`config.mk`:
```
export PLATFORM = sky130hd
export DESIGN_NAME = prpf_front
export DESIGN_NICKNAME = d
export VERILOG_FILES = /design/src/hw/rtl/prpf_pkg.sv /design/src/hw/rtl/prpf_front.sv
export SDC_FILE = /design/constraint.sdc
export NUM_CORES = 1
export LEC_CHECK = 0
export ABC_CLOCK_PERIOD_IN_PS = 10050
export BUFFER_PORTS_ARGS = -buffer_cell sky130_fd_sc_hd__buf_2
export CELL_PAD_IN_SITES_DETAIL_PLACEMENT = 1
export CELL_PAD_IN_SITES_GLOBAL_PLACEMENT = 1
export CORE_AREA = 2 2 197 199
export DETAILED_ROUTE_END_ITERATION = 6
export DIE_AREA = 0 0 199 201
export GPL_TIMING_DRIVEN = 0
export PLACE_DENSITY_LB_ADDON = 0.1
export SYNTH_ARGS = -nofsm -noshare
export SYNTH_HDL_FRONTEND = slang
export SYNTH_SLANG_ARGS = --single-unit
```
`constraint.sdc`:
```
create_clock -name vclk -period 10.05
set_input_delay 0.5025 -clock vclk [all_inputs]
set_output_delay 0.5025 -clock vclk [all_outputs]
set_load 0.01 [all_outputs]
```
`src/hw/rtl/prpf_pkg.sv`:
```
// ---------------------------------------------------------------------------
// prpf_pkg: shared types and constants of the polar ROI point filter
// Beat structs, configuration layout, CORDIC arctangent table.
// ---------------------------------------------------------------------------
package prpf_pkg;

	localparam int COORD_BITS       = 16;
	localparam int CFG_BITS         = 16;
	localparam int CFG_IDX_W        = 3;
	localparam int FRAC_BITS        = 16;
	localparam int CORDIC_STEPS_DEF = 18;
	localparam int ROT_W            = COORD_BITS + 1;
	localparam int CW               = COORD_BITS + FRAC_BITS + 3;
	localparam int ACC_W            = 26;
	localparam int BRG_W            = 17;
	localparam int SQ_W             = 2 * COORD_BITS;
	localparam int RSUM_W           = SQ_W + 1;
	localparam int MID_DEPTH        = 4;

	localparam logic signed [BRG_W-1:0] HALF_TURN    = BRG_W'(18000);
	localparam logic signed [BRG_W-1:0] QUARTER_TURN = BRG_W'(9000);
	localparam logic signed [ACC_W-1:0] HALF_ACC     = ACC_W'(18000 * 256);

	typedef enum logic [CFG_IDX_W-1:0] {
		REG_HEIGHT_LOW   = 3'd0,
		REG_HEIGHT_HIGH  = 3'd1,
		REG_BEARING_LOW  = 3'd2,
		REG_BEARING_HIGH = 3'd3,
		REG_REACH_LOW    = 3'd4,
		REG_REACH_HIGH   = 3'd5
	} cfg_reg_t;

	typedef struct packed {
		logic signed [CFG_BITS-1:0] height_low;
		logic signed [CFG_BITS-1:0] height_high;
		logic signed [CFG_BITS-1:0] bearing_low;
		logic signed [CFG_BITS-1:0] bearing_high;
		logic [CFG_BITS-1:0]        reach_low;
		logic [CFG_BITS-1:0]        reach_high;
	} cfg_t;

	typedef struct packed {
		logic signed [COORD_BITS-1:0] pos_x;
		logic signed [COORD_BITS-1:0] pos_y;
		logic signed [COORD_BITS-1:0] pos_z;
		logic                         cloud_end;
	} in_beat_t;

	typedef struct packed {
		logic signed [COORD_BITS-1:0] out_x;
		logic signed [COORD_BITS-1:0] out_y;
		logic signed [COORD_BITS-1:0] out_z;
		logic                         keep;
		logic                         out_end;
	} out_beat_t;

	// what the front hands the back through the middle queue
	typedef struct packed {
		in_beat_t                 pt;
		logic                     height_ok;
		logic [SQ_W-1:0]          sq_x;
		logic [SQ_W-1:0]          sq_y;
		logic                     fixed;
		logic signed [BRG_W-1:0]  fixed_val;
		logic signed [ROT_W-1:0]  rot_x;
		logic signed [ROT_W-1:0]  rot_y;
		logic signed [ACC_W-1:0]  acc_init;
	} mid_t;

	// side data that rides along the CORDIC stages
	typedef struct packed {
		in_beat_t                pt;
		logic                    height_ok;
		logic                    range_ok;
		logic                    fixed;
		logic signed [BRG_W-1:0] fixed_val;
	} meta_t;

	// atan(2^-i) in units of 1/256 of 0.01 degree
	function automatic logic signed [ACC_W-1:0] atan_entry(input int i);
		logic signed [ACC_W-1:0] v;
		case (i)
			0: v = ACC_W'(1152000);
			1: v = ACC_W'(680065);
			2: v = ACC_W'(359328);
			3: v = ACC_W'(182400);
			4: v = ACC_W'(91554);
			5: v = ACC_W'(45822);
			6: v = ACC_W'(22916);
			7: v = ACC_W'(11459);
			8: v = ACC_W'(5730);
			9: v = ACC_W'(2865);
			10: v = ACC_W'(1432);
			11: v = ACC_W'(716);
			12: v = ACC_W'(358);
			13: v = ACC_W'(179);
			14: v = ACC_W'(90);
			15: v = ACC_W'(45);
			16: v = ACC_W'(22);
			17: v = ACC_W'(11);
			18: v = ACC_W'(6);
			19: v = ACC_W'(3);
			20: v = ACC_W'(1);
			21: v = ACC_W'(1);
			default: v = '0;
		endcase
		return v;
	endfunction

endpackage

```
`src/hw/rtl/prpf_front.sv`:
```
// ---------------------------------------------------------------------------
// prpf_front: point classification
// Height test, coordinate squares, axis cases and half-plane rotation.
// ---------------------------------------------------------------------------
module prpf_front import prpf_pkg::*; (
	input  in_beat_t pt,
	input  cfg_t     cfg,
	output mid_t     cls
);
	logic                    x_neg, y_neg;
	logic [COORD_BITS-1:0]   ax, ay;
	logic signed [ROT_W-1:0] ex, ey;

	always_comb begin
		x_neg = pt.pos_x[COORD_BITS-1];
		y_neg = pt.pos_y[COORD_BITS-1];
		ex    = ROT_W'(pt.pos_x);
		ey    = ROT_W'(pt.pos_y);
		// |v| of the most negative code is 2^(N-1), still fits N unsigned bits
		ax    = x_neg ? COORD_BITS'(-ex) : COORD_BITS'(ex);
		ay    = y_neg ? COORD_BITS'(-ey) : COORD_BITS'(ey);

		cls.pt        = pt;
		cls.height_ok = (pt.pos_z >= cfg.height_low) && (pt.pos_z <= cfg.height_high);
		cls.sq_x      = SQ_W'(ax) * SQ_W'(ax);
		cls.sq_y      = SQ_W'(ay) * SQ_W'(ay);

		// on an axis the bearing is exact
		cls.fixed     = 1'b0;
		cls.fixed_val = '0;
		if (pt.pos_y == '0) begin
			cls.fixed     = 1'b1;
			cls.fixed_val = x_neg ? HALF_TURN : '0;
		end else if (pt.pos_x == '0) begin
			cls.fixed     = 1'b1;
			cls.fixed_val = y_neg ? -QUARTER_TURN : QUARTER_TURN;
		end

		// fold the left half plane onto the right one
		cls.rot_x    = x_neg ? -ex : ex;
		cls.rot_y    = x_neg ? -ey : ey;
		cls.acc_init = x_neg ? (y_neg ? -HALF_ACC : HALF_ACC) : '0;
	end
endmodule

```
==> out/results.tsv <==
stage	metric	value	unit
setup_path	Worst Path Required	9.55	ns
placement	Port Buf Inserts	247	
routing	first-pass iteration count of the detailed router	4	
routing	DR DRC count	0	
setup_path	CP Max Fanout	13	
synthesis	Cell Area, Synth	16440	um^2
setup_path	Setup crit end kind	output pin	
routing	WL final	47020	um
outcome	status	complete, no violations	
floorplan	Initial Util	0.4313	
synthesis	ranking of synthesized cells by area	fa_1 (40%), ha_1 (17%), inv_1 (11%), buf_4 (4.2%), nand2_1 (4.0%)	
sta	Max Slew Vio Count	0	
floorplan	die area	40000	um^2
setup_path	crit path max-delay cell type	fa_1	
floorplan	Die Height	201	um
placement	Detail Placement HPWL	42430	um
setup_path	Critical Path Source Type	primary input	
setup_path	CP Data Arrival Time	9.15	ns
global_routing	first-pass GRT wire length	77850	um
clock_tree	Hold Buf Count CTS	0	
sta	final setup fails	0	
setup_path	CP Class	primary input to output pin	
setup_path	slowest cell delay on critical path	0.54	ns
synthesis	Synth warnings	0	
sta	relative slew slack	0.1390	
finish	FF/Latch Area	0	um^2
finish	FF+latch count	0	
sta	Setup WS post-layout	0.4016	ns
placement	Place WS	-0.7127	ns
routing	routed len/inst	17.11	um
routing	vias per inst	4.980	
finish	number of fillers in the final layout	4747	
routing	DR iter-0 viols	520	
synthesis	Syn Inst Count	1953	
routing	via count	13680	
sta	fin crit share	0.9600	
floorplan	FP Rows	72	
sta	FMAX	103.6	MHz
finish	layout cells sized above 1	0.1731	
global_routing	largest net degree at the start of global routing	17	
sta	RSZ-0062 raised after global routing	true	
synthesis	syn_area_per_cell	8.416	um^2
global_routing	met3 usage	0.01579	
floorplan	# IOs	337	
global_routing	global-route met2 utilization	0.4314	
placement	RD Place Congestion	0.8723	
global_routing	vias in the first global route	15390	
synthesis	count leader, synth	inv_1	
synthesis	post-synth top area share	0.3995	
finish	final layout net count	2930	
floorplan	Core Footprint	38110	um^2
global_routing	Tot GR Track Use	0.2438	
synthesis	most frequent cells after synthesis	inv_1 (500), fa_1 (328), ha_1 (225), nand2_1 (175), nor2_1 (141)	
global_routing	met1 track demand over resource	0.3310	
flow_run	max_cap viols	0	
sta	Slew @ Worst Pin	1.282	ns
global_routing	global route hottest layer	met2	
synthesis	post-synthesis cell type count	65	
sta	Tmin final	9.648	ns
global_routing	initial antenna violation count	0	
min_path	Hold Path Class	primary input to output pin	
sta	final hold viol count	0	
finish	n_diodes	0	
routing	Routed Antenna Nets	0	
finish	Clock Buffer Count	0	
finish	final core occ	0.4869	
finish	Layout area overhead	12.87	%
floorplan	Die W	199	um
synthesis	Seq/Total Area, Yosys	0	
global_routing	gr ovfl total	0	
synthesis	Yosys top cell by area	fa_1	
[critical path, delay by kind of cell]
kind,cells,cell delay (ns)
AO/OA/AOI/OAI,7,1.54
XOR/XNOR,1,0.26
adder cells (fa/ha/maj),8,3.77
buffers and inverters,10,1.92
AND/OR/NAND/NOR,6,1.12
[layout by cell type (no fill, tap or decap), drive strengths merged, types with 6 or more instances in the layout]
master | netlist | layout
nand3 | 9 | 9
o31ai | 11 | 11
clkbuf | 30 | 28
and2 | 15 | 15
clkinv | 12 | 8
xor2 | 30 | 30
xnor2 | 72 | 72
nand2 | 175 | 175
o21ai | 41 | 41
conb | 2 | 30
nand4 | 13 | 13
and3 | 6 | 6
buf | 97 | 348
o21bai | 9 | 9
a21o | 37 | 37
fa | 328 | 328
inv | 504 | 503
a31oi | 7 | 7
a21oi | 67 | 67
ha | 225 | 225
nor3 | 23 | 23
nand2b | 17 | 17
nor2 | 141 | 141
nor2b | 10 | 10
a211oi | 8 | 8
or3 | 7 | 7
or2 | 6 | 6
[per-layer routing]
layer	vias to the layer above	part of all wire
met5	-	0
met4	0	0.018
met3	40	0.048
met2	345	0.49
met1	6931	0.44
li1	6368	-
[cell families (layout without fill, tap and decap cells)]
group,Yosys count,count (layout),synth area share
buffers and inverters,643,892,0.1685
AO/OA/AOI/OAI,217,217,0.08632
AND/OR/NAND/NOR,433,433,0.1169
other,2,30,0.0004569
multiplexers,3,3,0.001827
XOR/XNOR,102,102,0.05526
adder cells (fa/ha/maj),553,553,0.5708
[repair_timing]
item	in CTS	in global routing
buffers inserted	0	4
setup endpoints to repair	24	9
resized for setup	9	10
pin swaps	0	2
[per-stage QoR]
stage / hold WS [ns] / setup TNS [ns] / instance area [um^2] / cells
after floorplan: 1.053 / 0 / 16540 / 1981
after global placement: 1.190 / -4.430 / 18430 / 2746
after detailed placement: 1.189 / -7.009 / 18430 / 2746
after CTS: 1.190 / 0 / 18470 / 2744
after global routing: 1.193 / -0.03231 / 18550 / 2748
final: 1.190 / 0 / 18550 / 2748
[final timing paths]
path | from | end | slack, ns | cells past startpoint
worst max-delay path | pt[17] | cls[109] | 0.40 | 32
worst min-delay path | pt[27] | cls[170] | 1.19 | 2
[layout make-up]
class,instances,area [um^2],area share
Buffer,125,824.5,0.04444
Inverter,516,1958,0.1055
Multi-Input combinational cell,1338,13860,0.7468
Tap cell,518,648.1,0.03493
Timing Repair Buffer,251,1266,0.06825
Power is left out: the tool's default activity adds up to more than one toggle a clock period on the data nets, which glitch-free logic cannot reach.
