`src/hw/rtl/prpf_pkg.sv`:
```
// ---------------------------------------------------------------------------
// prpf_pkg: shared types and constants of the polar ROI point filter
// Beat structs, configuration layout, CORDIC arctangent table.
// ---------------------------------------------------------------------------
package prpf_pkg;

	localparam int COORD_BITS       = 16;
	localparam int CFG_BITS         = 16;
	localparam int CFG_IDX_W        = 3;
	localparam int FRAC_BITS        = 16;
	localparam int CORDIC_STEPS_DEF = 18;
	localparam int ROT_W            = COORD_BITS + 1;
	localparam int CW               = COORD_BITS + FRAC_BITS + 3;
	localparam int ACC_W            = 26;
	localparam int BRG_W            = 17;
	localparam int SQ_W             = 2 * COORD_BITS;
	localparam int RSUM_W           = SQ_W + 1;
	localparam int MID_DEPTH        = 4;

	localparam logic signed [BRG_W-1:0] HALF_TURN    = BRG_W'(18000);
	localparam logic signed [BRG_W-1:0] QUARTER_TURN = BRG_W'(9000);
	localparam logic signed [ACC_W-1:0] HALF_ACC     = ACC_W'(18000 * 256);

	typedef enum logic [CFG_IDX_W-1:0] {
		REG_HEIGHT_LOW   = 3'd0,
		REG_HEIGHT_HIGH  = 3'd1,
		REG_BEARING_LOW  = 3'd2,
		REG_BEARING_HIGH = 3'd3,
		REG_REACH_LOW    = 3'd4,
		REG_REACH_HIGH   = 3'd5
	} cfg_reg_t;

	typedef struct packed {
		logic signed [CFG_BITS-1:0] height_low;
		logic signed [CFG_BITS-1:0] height_high;
		logic signed [CFG_BITS-1:0] bearing_low;
		logic signed [CFG_BITS-1:0] bearing_high;
		logic [CFG_BITS-1:0]        reach_low;
		logic [CFG_BITS-1:0]        reach_high;
	} cfg_t;

	typedef struct packed {
		logic signed [COORD_BITS-1:0] pos_x;
		logic signed [COORD_BITS-1:0] pos_y;
		logic signed [COORD_BITS-1:0] pos_z;
		logic                         cloud_end;
	} in_beat_t;

	typedef struct packed {
		logic signed [COORD_BITS-1:0] out_x;
		logic signed [COORD_BITS-1:0] out_y;
		logic signed [COORD_BITS-1:0] out_z;
		logic                         keep;
		logic                         out_end;
	} out_beat_t;

	// what the front hands the back through the middle queue
	typedef struct packed {
		in_beat_t                 pt;
		logic                     height_ok;
		logic [SQ_W-1:0]          sq_x;
		logic [SQ_W-1:0]          sq_y;
		logic                     fixed;
		logic signed [BRG_W-1:0]  fixed_val;
		logic signed [ROT_W-1:0]  rot_x;
		logic signed [ROT_W-1:0]  rot_y;
		logic signed [ACC_W-1:0]  acc_init;
	} mid_t;

	// side data that rides along the CORDIC stages
	typedef struct packed {
		in_beat_t                pt;
		logic                    height_ok;
		logic                    range_ok;
		logic                    fixed;
		logic signed [BRG_W-1:0] fixed_val;
	} meta_t;

	// atan(2^-i) in units of 1/256 of 0.01 degree
	function automatic logic signed [ACC_W-1:0] atan_entry(input int i);
		logic signed [ACC_W-1:0] v;
		case (i)
			0: v = ACC_W'(1152000);
			1: v = ACC_W'(680065);
			2: v = ACC_W'(359328);
			3: v = ACC_W'(182400);
			4: v = ACC_W'(91554);
			5: v = ACC_W'(45822);
			6: v = ACC_W'(22916);
			7: v = ACC_W'(11459);
			8: v = ACC_W'(5730);
			9: v = ACC_W'(2865);
			10: v = ACC_W'(1432);
			11: v = ACC_W'(716);
			12: v = ACC_W'(358);
			13: v = ACC_W'(179);
			14: v = ACC_W'(90);
			15: v = ACC_W'(45);
			16: v = ACC_W'(22);
			17: v = ACC_W'(11);
			18: v = ACC_W'(6);
			19: v = ACC_W'(3);
			20: v = ACC_W'(1);
			21: v = ACC_W'(1);
			default: v = '0;
		endcase
		return v;
	endfunction

endpackage

```
`src/hw/rtl/prpf_fifo.sv`:
```
// ---------------------------------------------------------------------------
// prpf_fifo: small synchronous queue
// Register-array FIFO with count; DEPTH must be a power of two.
// ---------------------------------------------------------------------------
module prpf_fifo import prpf_pkg::*; #(
	parameter int WIDTH = 8,
	parameter int DEPTH = 4
) (
	input  logic             clk,
	input  logic             arst_n,
	input  logic             wr,
	input  logic [WIDTH-1:0] wdata,
	output logic             full,
	input  logic             rd,
	output logic [WIDTH-1:0] rdata,
	output logic             empty
);
	localparam int AW = $clog2(DEPTH);

	logic [WIDTH-1:0] mem [DEPTH];
	logic [AW-1:0]    wp_q, rp_q;
	logic [AW:0]      cnt_q;
	logic             do_wr, do_rd;

	assign full  = (cnt_q == (AW+1)'(DEPTH));
	assign empty = (cnt_q == '0);
	assign do_wr = wr && !full;
	assign do_rd = rd && !empty;
	assign rdata = mem[rp_q];

	always_ff @(posedge clk) begin
		if (do_wr) begin
			mem[wp_q] <= wdata;
		end
	end

	always_ff @(posedge clk or negedge arst_n) begin
		if (!arst_n) begin
			wp_q  <= '0;
			rp_q  <= '0;
			cnt_q <= '0;
		end else begin
			if (do_wr) begin
				wp_q <= wp_q + 1'b1;
			end
			if (do_rd) begin
				rp_q <= rp_q + 1'b1;
			end
			cnt_q <= cnt_q + (AW+1)'(do_wr) - (AW+1)'(do_rd);
		end
	end
endmodule

```
`config.mk`:
```
export PLATFORM = sky130hd
export DESIGN_NAME = prpf_fifo
export DESIGN_NICKNAME = d
export VERILOG_FILES = /design/src/hw/rtl/prpf_pkg.sv /design/src/hw/rtl/prpf_fifo.sv
export SDC_FILE = /design/constraint.sdc
export NUM_CORES = 1
export LEC_CHECK = 0
export CAP_MARGIN = 20
export CORE_MARGIN = 4
export CORE_UTILIZATION = 55
export CTS_CLUSTER_SIZE = 20
export DETAILED_ROUTE_END_ITERATION = 16
export DONT_BUFFER_PORTS = 1
export PLACE_DENSITY = 0.72
export SETUP_SLACK_MARGIN = 0.2
export SLEW_MARGIN = 20
export SYNTH_ARGS = -nofsm -noshare
export SYNTH_HDL_FRONTEND = slang
export SYNTH_SLANG_ARGS = --single-unit
```
`constraint.sdc`:
```
create_clock -name clk -period 3.2 [get_ports clk]
set_input_delay 0.48 -clock clk [delete_from_list [all_inputs] [get_ports clk]]
set_output_delay 0.48 -clock clk [all_outputs]
set_load 0.1 [all_outputs]
```
==> flow_metrics.env, run 1 <==
export IMPL_outcome="finished, final reports clean"
export IMPL_rsz0062_at_grt="false"
export IMPL_overflow=0
export IMPL_clk_latency_ns=0.35
export IMPL_antenna_found_initial=0
export IMPL_ys_seq_area_share_pct=70.01
export IMPL_worstPathRequired_ns=2.72
export IMPL_n_antenna_cell=0
export IMPL_grt_pass1_vias=790
export IMPL_min_period_ns=2.412
export IMPL_worst_path_stages=1
export IMPL_synth_nets=102
export IMPL_cts_root_buf="clkbuf_4"
export IMPL_io_buffers=0
export IMPL_cts_clk_slew_worst_paths_ns=0.12
export IMPL_crit_chain="mux4_2"
export IMPL_numCtsBuffers=5
export IMPL_fin_nets=109
export IMPL_final_setup_skew_ns=0.01099
export IMPL_timing_max_cap_violations=0
export IMPL_hpwlAfterDp_um=1635
export IMPL_start_util_pct=58.34
export IMPL_holdPathStages=0
export IMPL_syn_area_um2=1623
export IMPL_grt_pass1_wl_um=4174
export IMPL_globalplace_congestion=0.6587
export IMPL_maxSlewHeadroom_pct=33.69
export IMPL_r2r_cells=8
export IMPL_cts_tree="done"
export IMPL_cts_sink_count=39
export IMPL_postSynthAreaPerCell_um2=19.55
export IMPL_multi_input_area_um2=462.9
export IMPL_hold_violations=0
export IMPL_crit_family="multiplexers"
export IMPL_h_tree_depth=2
export IMPL_path_buf_inv=0
export IMPL_end_kind="primary output"
export IMPL_critPathKind="register to primary output"
export IMPL_cts_resized=0
export IMPL_n_fill_cell=198
export IMPL_ys_warn_count=0
export IMPL_area_growth_pct=6.631
export IMPL_grt_start_max_net_pins=13
export IMPL_via_count=726
export IMPL_coreArea_um2=2781
export IMPL_hold_class="input pin to register"
export IMPL_cts_hold_buf=1
export IMPL_seqCellArea_um2=1136
export IMPL_synth_seq_cells=39
export IMPL_vias_per_cell=5.951
export IMPL_die_w_um=62.32
export IMPL_cp_arrival_ns=1.93
export IMPL_startpoint_type="register"
export IMPL_ys_types=18
export IMPL_fin_crit_sh_pct=75.38
export IMPL_cp_max_fo=10
export IMPL_layout_common_cells="edfxtp_1, mux4_2, dfrtp_1, inv_1, ha_1"
export IMPL_worstMarginPinSlew_ns=0.9914
export IMPL_fmax_mhz=414.6
export IMPL_die_h_um=62.32
export IMPL_slew_viol_final=0
export IMPL_wl_um=2417
export IMPL_clockBufferDepth=2
export IMPL_wire_per_inst_um=19.81
export IMPL_drc=0
export IMPL_grt_use_total_pct=14.57
export IMPL_cpPeakStageDelay_ns=0.86
export IMPL_final_layout_size_suffix_gt1_share_pct=18.68
export IMPL_first_pass_iters=4
export IMPL_io_pins=22
export IMPL_netlist_instances=83
export IMPL_die_area_um2=3884
export IMPL_layout_cells_most_common="edfxtp_1"
export IMPL_setup_tns_ns=0
export IMPL_setup_viol_count_final=0
export IMPL_postCtsSetupRepairBufs=0
export IMPL_rows=19
export IMPL_slowest_stage="mux4_2"
export IMPL_dr_first_iter_drc_count=21
export IMPL_final_antenna_net_count=0
[Yosys cell counts]
master	n	area share, %
edfxtp_1	32	59
mux4_2	8	11
dfrtp_1	7	11
ha_1	6	4.6
inv_1	6	1.4
and3b_1	4	2.2
nand2b_1	4	1.5
xnor2_1	4	2.2
nand4bb_1	2	1.4
o211ai_1	2	0.92
buf_4	1	0.46
clkbuf_2	1	0.31
fa_1	1	1.2
nand2_1	1	0.23
nor3_1	1	0.31
nor3b_4	1	1.2
o311ai_1	1	0.54
o31ai_1	1	0.46
[per-stage QoR]
step / instance area (um^2) / setup WS [ns] / std cells / hold WS [ns] / utilization, %
floorplan: 1628 / 0.5055 / 83 / 0.1844 / -
global placement: 1668 / 1.035 / 113 / 0.1846 / 59.96
detailed placement: 1668 / 0.9396 / 113 / 0.1846 / 59.96
CTS: 1730 / 0.7243 / 122 / 0.2065 / 62.21
global route: 1730 / 0.6583 / 122 / 0.1890 / 62.21
finish: 1730 / 0.7878 / 122 / 0.2173 / 62.21
[registers in the layout, summed over array words and instances, names as in the netlist]
name	flops
rp_q	2
wp_q	2
mem	32
cnt_q	3
[routing by layer]
metal | GRT usage, % | up-vias | wire [um]
met4 | 7.958 | 0 | 63
met1 | 18.78 | 367 | 1008
met2 | 20.85 | 17 | 1198
li1 | - | 336 | -
met5 | 0 | - | 0
met3 | 6.126 | 6 | 147
[cell type report]
class                   count  area share, %
flip-flops and latches     39          65.65
multi-input cells          36          26.75
well taps                  31          2.242
clock buffers               5          2.169
inverters                   6          1.302
repair buffers              2          1.012
clock inverters             3         0.8677
[path summary, 6_finish.rpt]
path                          start   endpoint  slack, ns
setup / recovery            rp_q[0]   rdata[6]       0.79
hold / removal             wdata[2]  mem[3][2]       0.22
setup reg to reg           cnt_q[1]   cnt_q[2]       0.94
hold reg to reg             wp_q[1]    wp_q[1]       0.63
max in group asynchronous    arst_n    wp_q[1]       2.49
min in group asynchronous    arst_n    rp_q[1]       0.46
[logic make-up after synthesis]
kind of cell / count (synthesis) / synth area share, %
buffers and inverters: 8 / 2.159
flip-flops: 39 / 70.01
multiplexers: 8 / 11.10
AO/OA/AOI/OAI: 4 / 1.928
adder cells (fa/ha/maj): 7 / 5.860
AND/OR/NAND/NOR: 13 / 6.784
XOR/XNOR: 4 / 2.159
Power of run 1 is not shown: default switching activity piles up to over one toggle a cycle in this logic, so the estimate is an artifact.
==> inputs of run 2 (changes only) <==
- PLACE_DENSITY: 0.72 -> 0.75
- clock period: 3.2 -> 2 ns (I/O delays scaled with it)
==> flow_metrics.env, run 2 (same netlist as run 1, synthesis figures left out) <==
export IMPL_worstPathRequired_ns=2.25
export IMPL_clk_latency_ns=0.33
export IMPL_vias_per_cell=5.775
export IMPL_h_tree_depth=2
export IMPL_setup_viol_count_final=1
export IMPL_min_period_ns=2.029
export IMPL_globalRouteMet3Util_pct=7.748
export IMPL_hold_violations=0
export IMPL_area_growth_pct=26.60
export IMPL_setup_tns_ns=-0.02863
export IMPL_wl_um=2722
export IMPL_cp_arrival_ns=2.28
export IMPL_final_setup_skew_ns=0.004909
export IMPL_drc=0
export IMPL_die_area_um2=3884
export IMPL_wire_per_inst_um=19.17
export IMPL_grt_use_total_pct=15.92
export IMPL_grt_met1_usage_pct=18.61
export IMPL_end_kind="register"
export IMPL_use_met2_pct=25.13
export IMPL_overflow=0
export IMPL_fin_nets=130
export IMPL_cts_clk_slew_worst_paths_ns=0.11
export IMPL_top_usage_layer="met2"
export IMPL_cts_tree="done"
export IMPL_layout_common_cells="edfxtp_1, buf_12, mux4_2, buf_4, inv_1"
export IMPL_hold_class="input pin to register"
export IMPL_top_regs="mem (32), cnt_q (3)"
export IMPL_layout_cells_most_common="edfxtp_1"
export IMPL_cpPeakStageDelay_ns=0.44
export IMPL_globalplace_congestion=0.7058
export IMPL_cts_root_buf="clkbuf_4"
export IMPL_rsz0062_at_grt="true"
export IMPL_io_buffers=0
export IMPL_grt_start_max_net_pins=12
export IMPL_startpoint_type="register"
export IMPL_outcome="finished with violations"
export IMPL_die_w_um=62.32
export IMPL_final_layout_size_suffix_gt1_share_pct=44.14
export IMPL_worstMarginPinSlew_ns=0.4218
export IMPL_slew_viol_final=0
export IMPL_clockBufferDepth=2
export IMPL_coreArea_um2=2781
export IMPL_violations="negative setup slack"
export IMPL_hpwlAfterDp_um=1942
export IMPL_dr_first_iter_drc_count=27
export IMPL_top_register="mem"
export IMPL_fin_crit_sh_pct=101.4
export IMPL_die_h_um=62.32
export IMPL_largest_reg_flops=32
export IMPL_grt_pass1_vias=918
export IMPL_crit_chain="buf_6, nor3b_4, nand2b_4, ha_1, inv_1, ha_2, fa_2, xnor2_2, xnor2_1"
export IMPL_antenna_found_initial=0
export IMPL_fmax_mhz=492.9
export IMPL_rows=19
export IMPL_numCtsBuffers=5
export IMPL_start_util_pct=58.34
export IMPL_critPathKind="register to register"
export IMPL_maxSlewHeadroom_pct=71.88
export IMPL_n_antenna_cell=0
export IMPL_seqCellArea_um2=1139
export IMPL_final_antenna_net_count=0
export IMPL_via_count=820
export IMPL_multi_input_area_um2=493.0
export IMPL_grt_pass1_wl_um=4588
export IMPL_io_pins=22
export IMPL_setup_ws_ns=-0.02863
export IMPL_slowest_stage="dfrtp_2"
export IMPL_cp_max_fo=3
export IMPL_first_pass_iters=4
export IMPL_cts_sink_count=39
export IMPL_timing_max_cap_violations=0
export IMPL_n_fill_cell=169
run 2: cell count changes in the layout (fill, tap and decap cells not counted), sizes merged:
cell      before  now
buf            1   22
clkinvlp       1    0
run 2: path summary, 6_finish.rpt:
kind | slack, ns | depth (start not counted) | start | end
setup / recovery | -0.03 | 9 | cnt_q[0] | cnt_q[2]
hold / removal | 0.05 | 0 | wdata[5] | mem[0][5]
setup reg to reg | -0.03 | 9 | cnt_q[0] | cnt_q[2]
hold reg to reg | 0.64 | 2 | wp_q[1] | wp_q[1]
max in group asynchronous | 1.44 | 1 | arst_n | cnt_q[0]
min in group asynchronous | 0.29 | 1 | arst_n | wp_q[1]
run 2: critical path, delay by kind of cell (launching register included):
kind,cells,cell delay (ns)
xor+xnor,2,0.32
fa+ha+maj,3,0.63
buf+inv,2,0.17
flops,1,0.44
simple gates,2,0.40
run 2: cell type report:
class | count | area share [%]
sequential | 39 | 55.42
tap | 31 | 1.888
clock buffer | 5 | 1.827
inverter | 6 | 1.096
clock inverter | 2 | 0.4263
timing repair buffer | 23 | 15.35
multi-input combinational | 36 | 24.00
run 2: repair_timing:
| action | 4_1_cts | 5_1_grt |
|---|---|---|
| buffers inserted | 3 | 1 |
| hold buffers | 1 | 0 |
| endpoints found under the setup margin | 10 | 19 |
| pin swaps | 0 | 1 |
| endpoints found under the hold margin | 7 | 0 |
| resized for setup | 11 | 4 |
run 2: routing by layer:
| metal | vias up | share of wire (%) | wire [um] |
|---|---|---|---|
| met1 | 415 | 38 | 1025 |
| met5 | - | 0 | 0 |
| met3 | 5 | 6.5 | 178 |
| met4 | 0 | 1.7 | 46 |
| li1 | 379 | - | - |
| met2 | 21 | 54 | 1472 |
run 2: metrics by stage:
stage	setup slack (ns)	area, um^2	std cells	hold WS [ns]	utilization (%)
finish	-0.02863	2054	142	0.05322	73.86
global placement	0.06222	1903	130	0.004644	68.42
CTS	-0.01080	2029	141	0.04414	72.96
floorplan	-0.6337	1648	83	0.004409	-
detailed placement	-0.03491	1903	130	0.004562	68.42
global route	-0.1366	2054	142	0.01130	73.86
Power of run 2 is left out for the same reason.
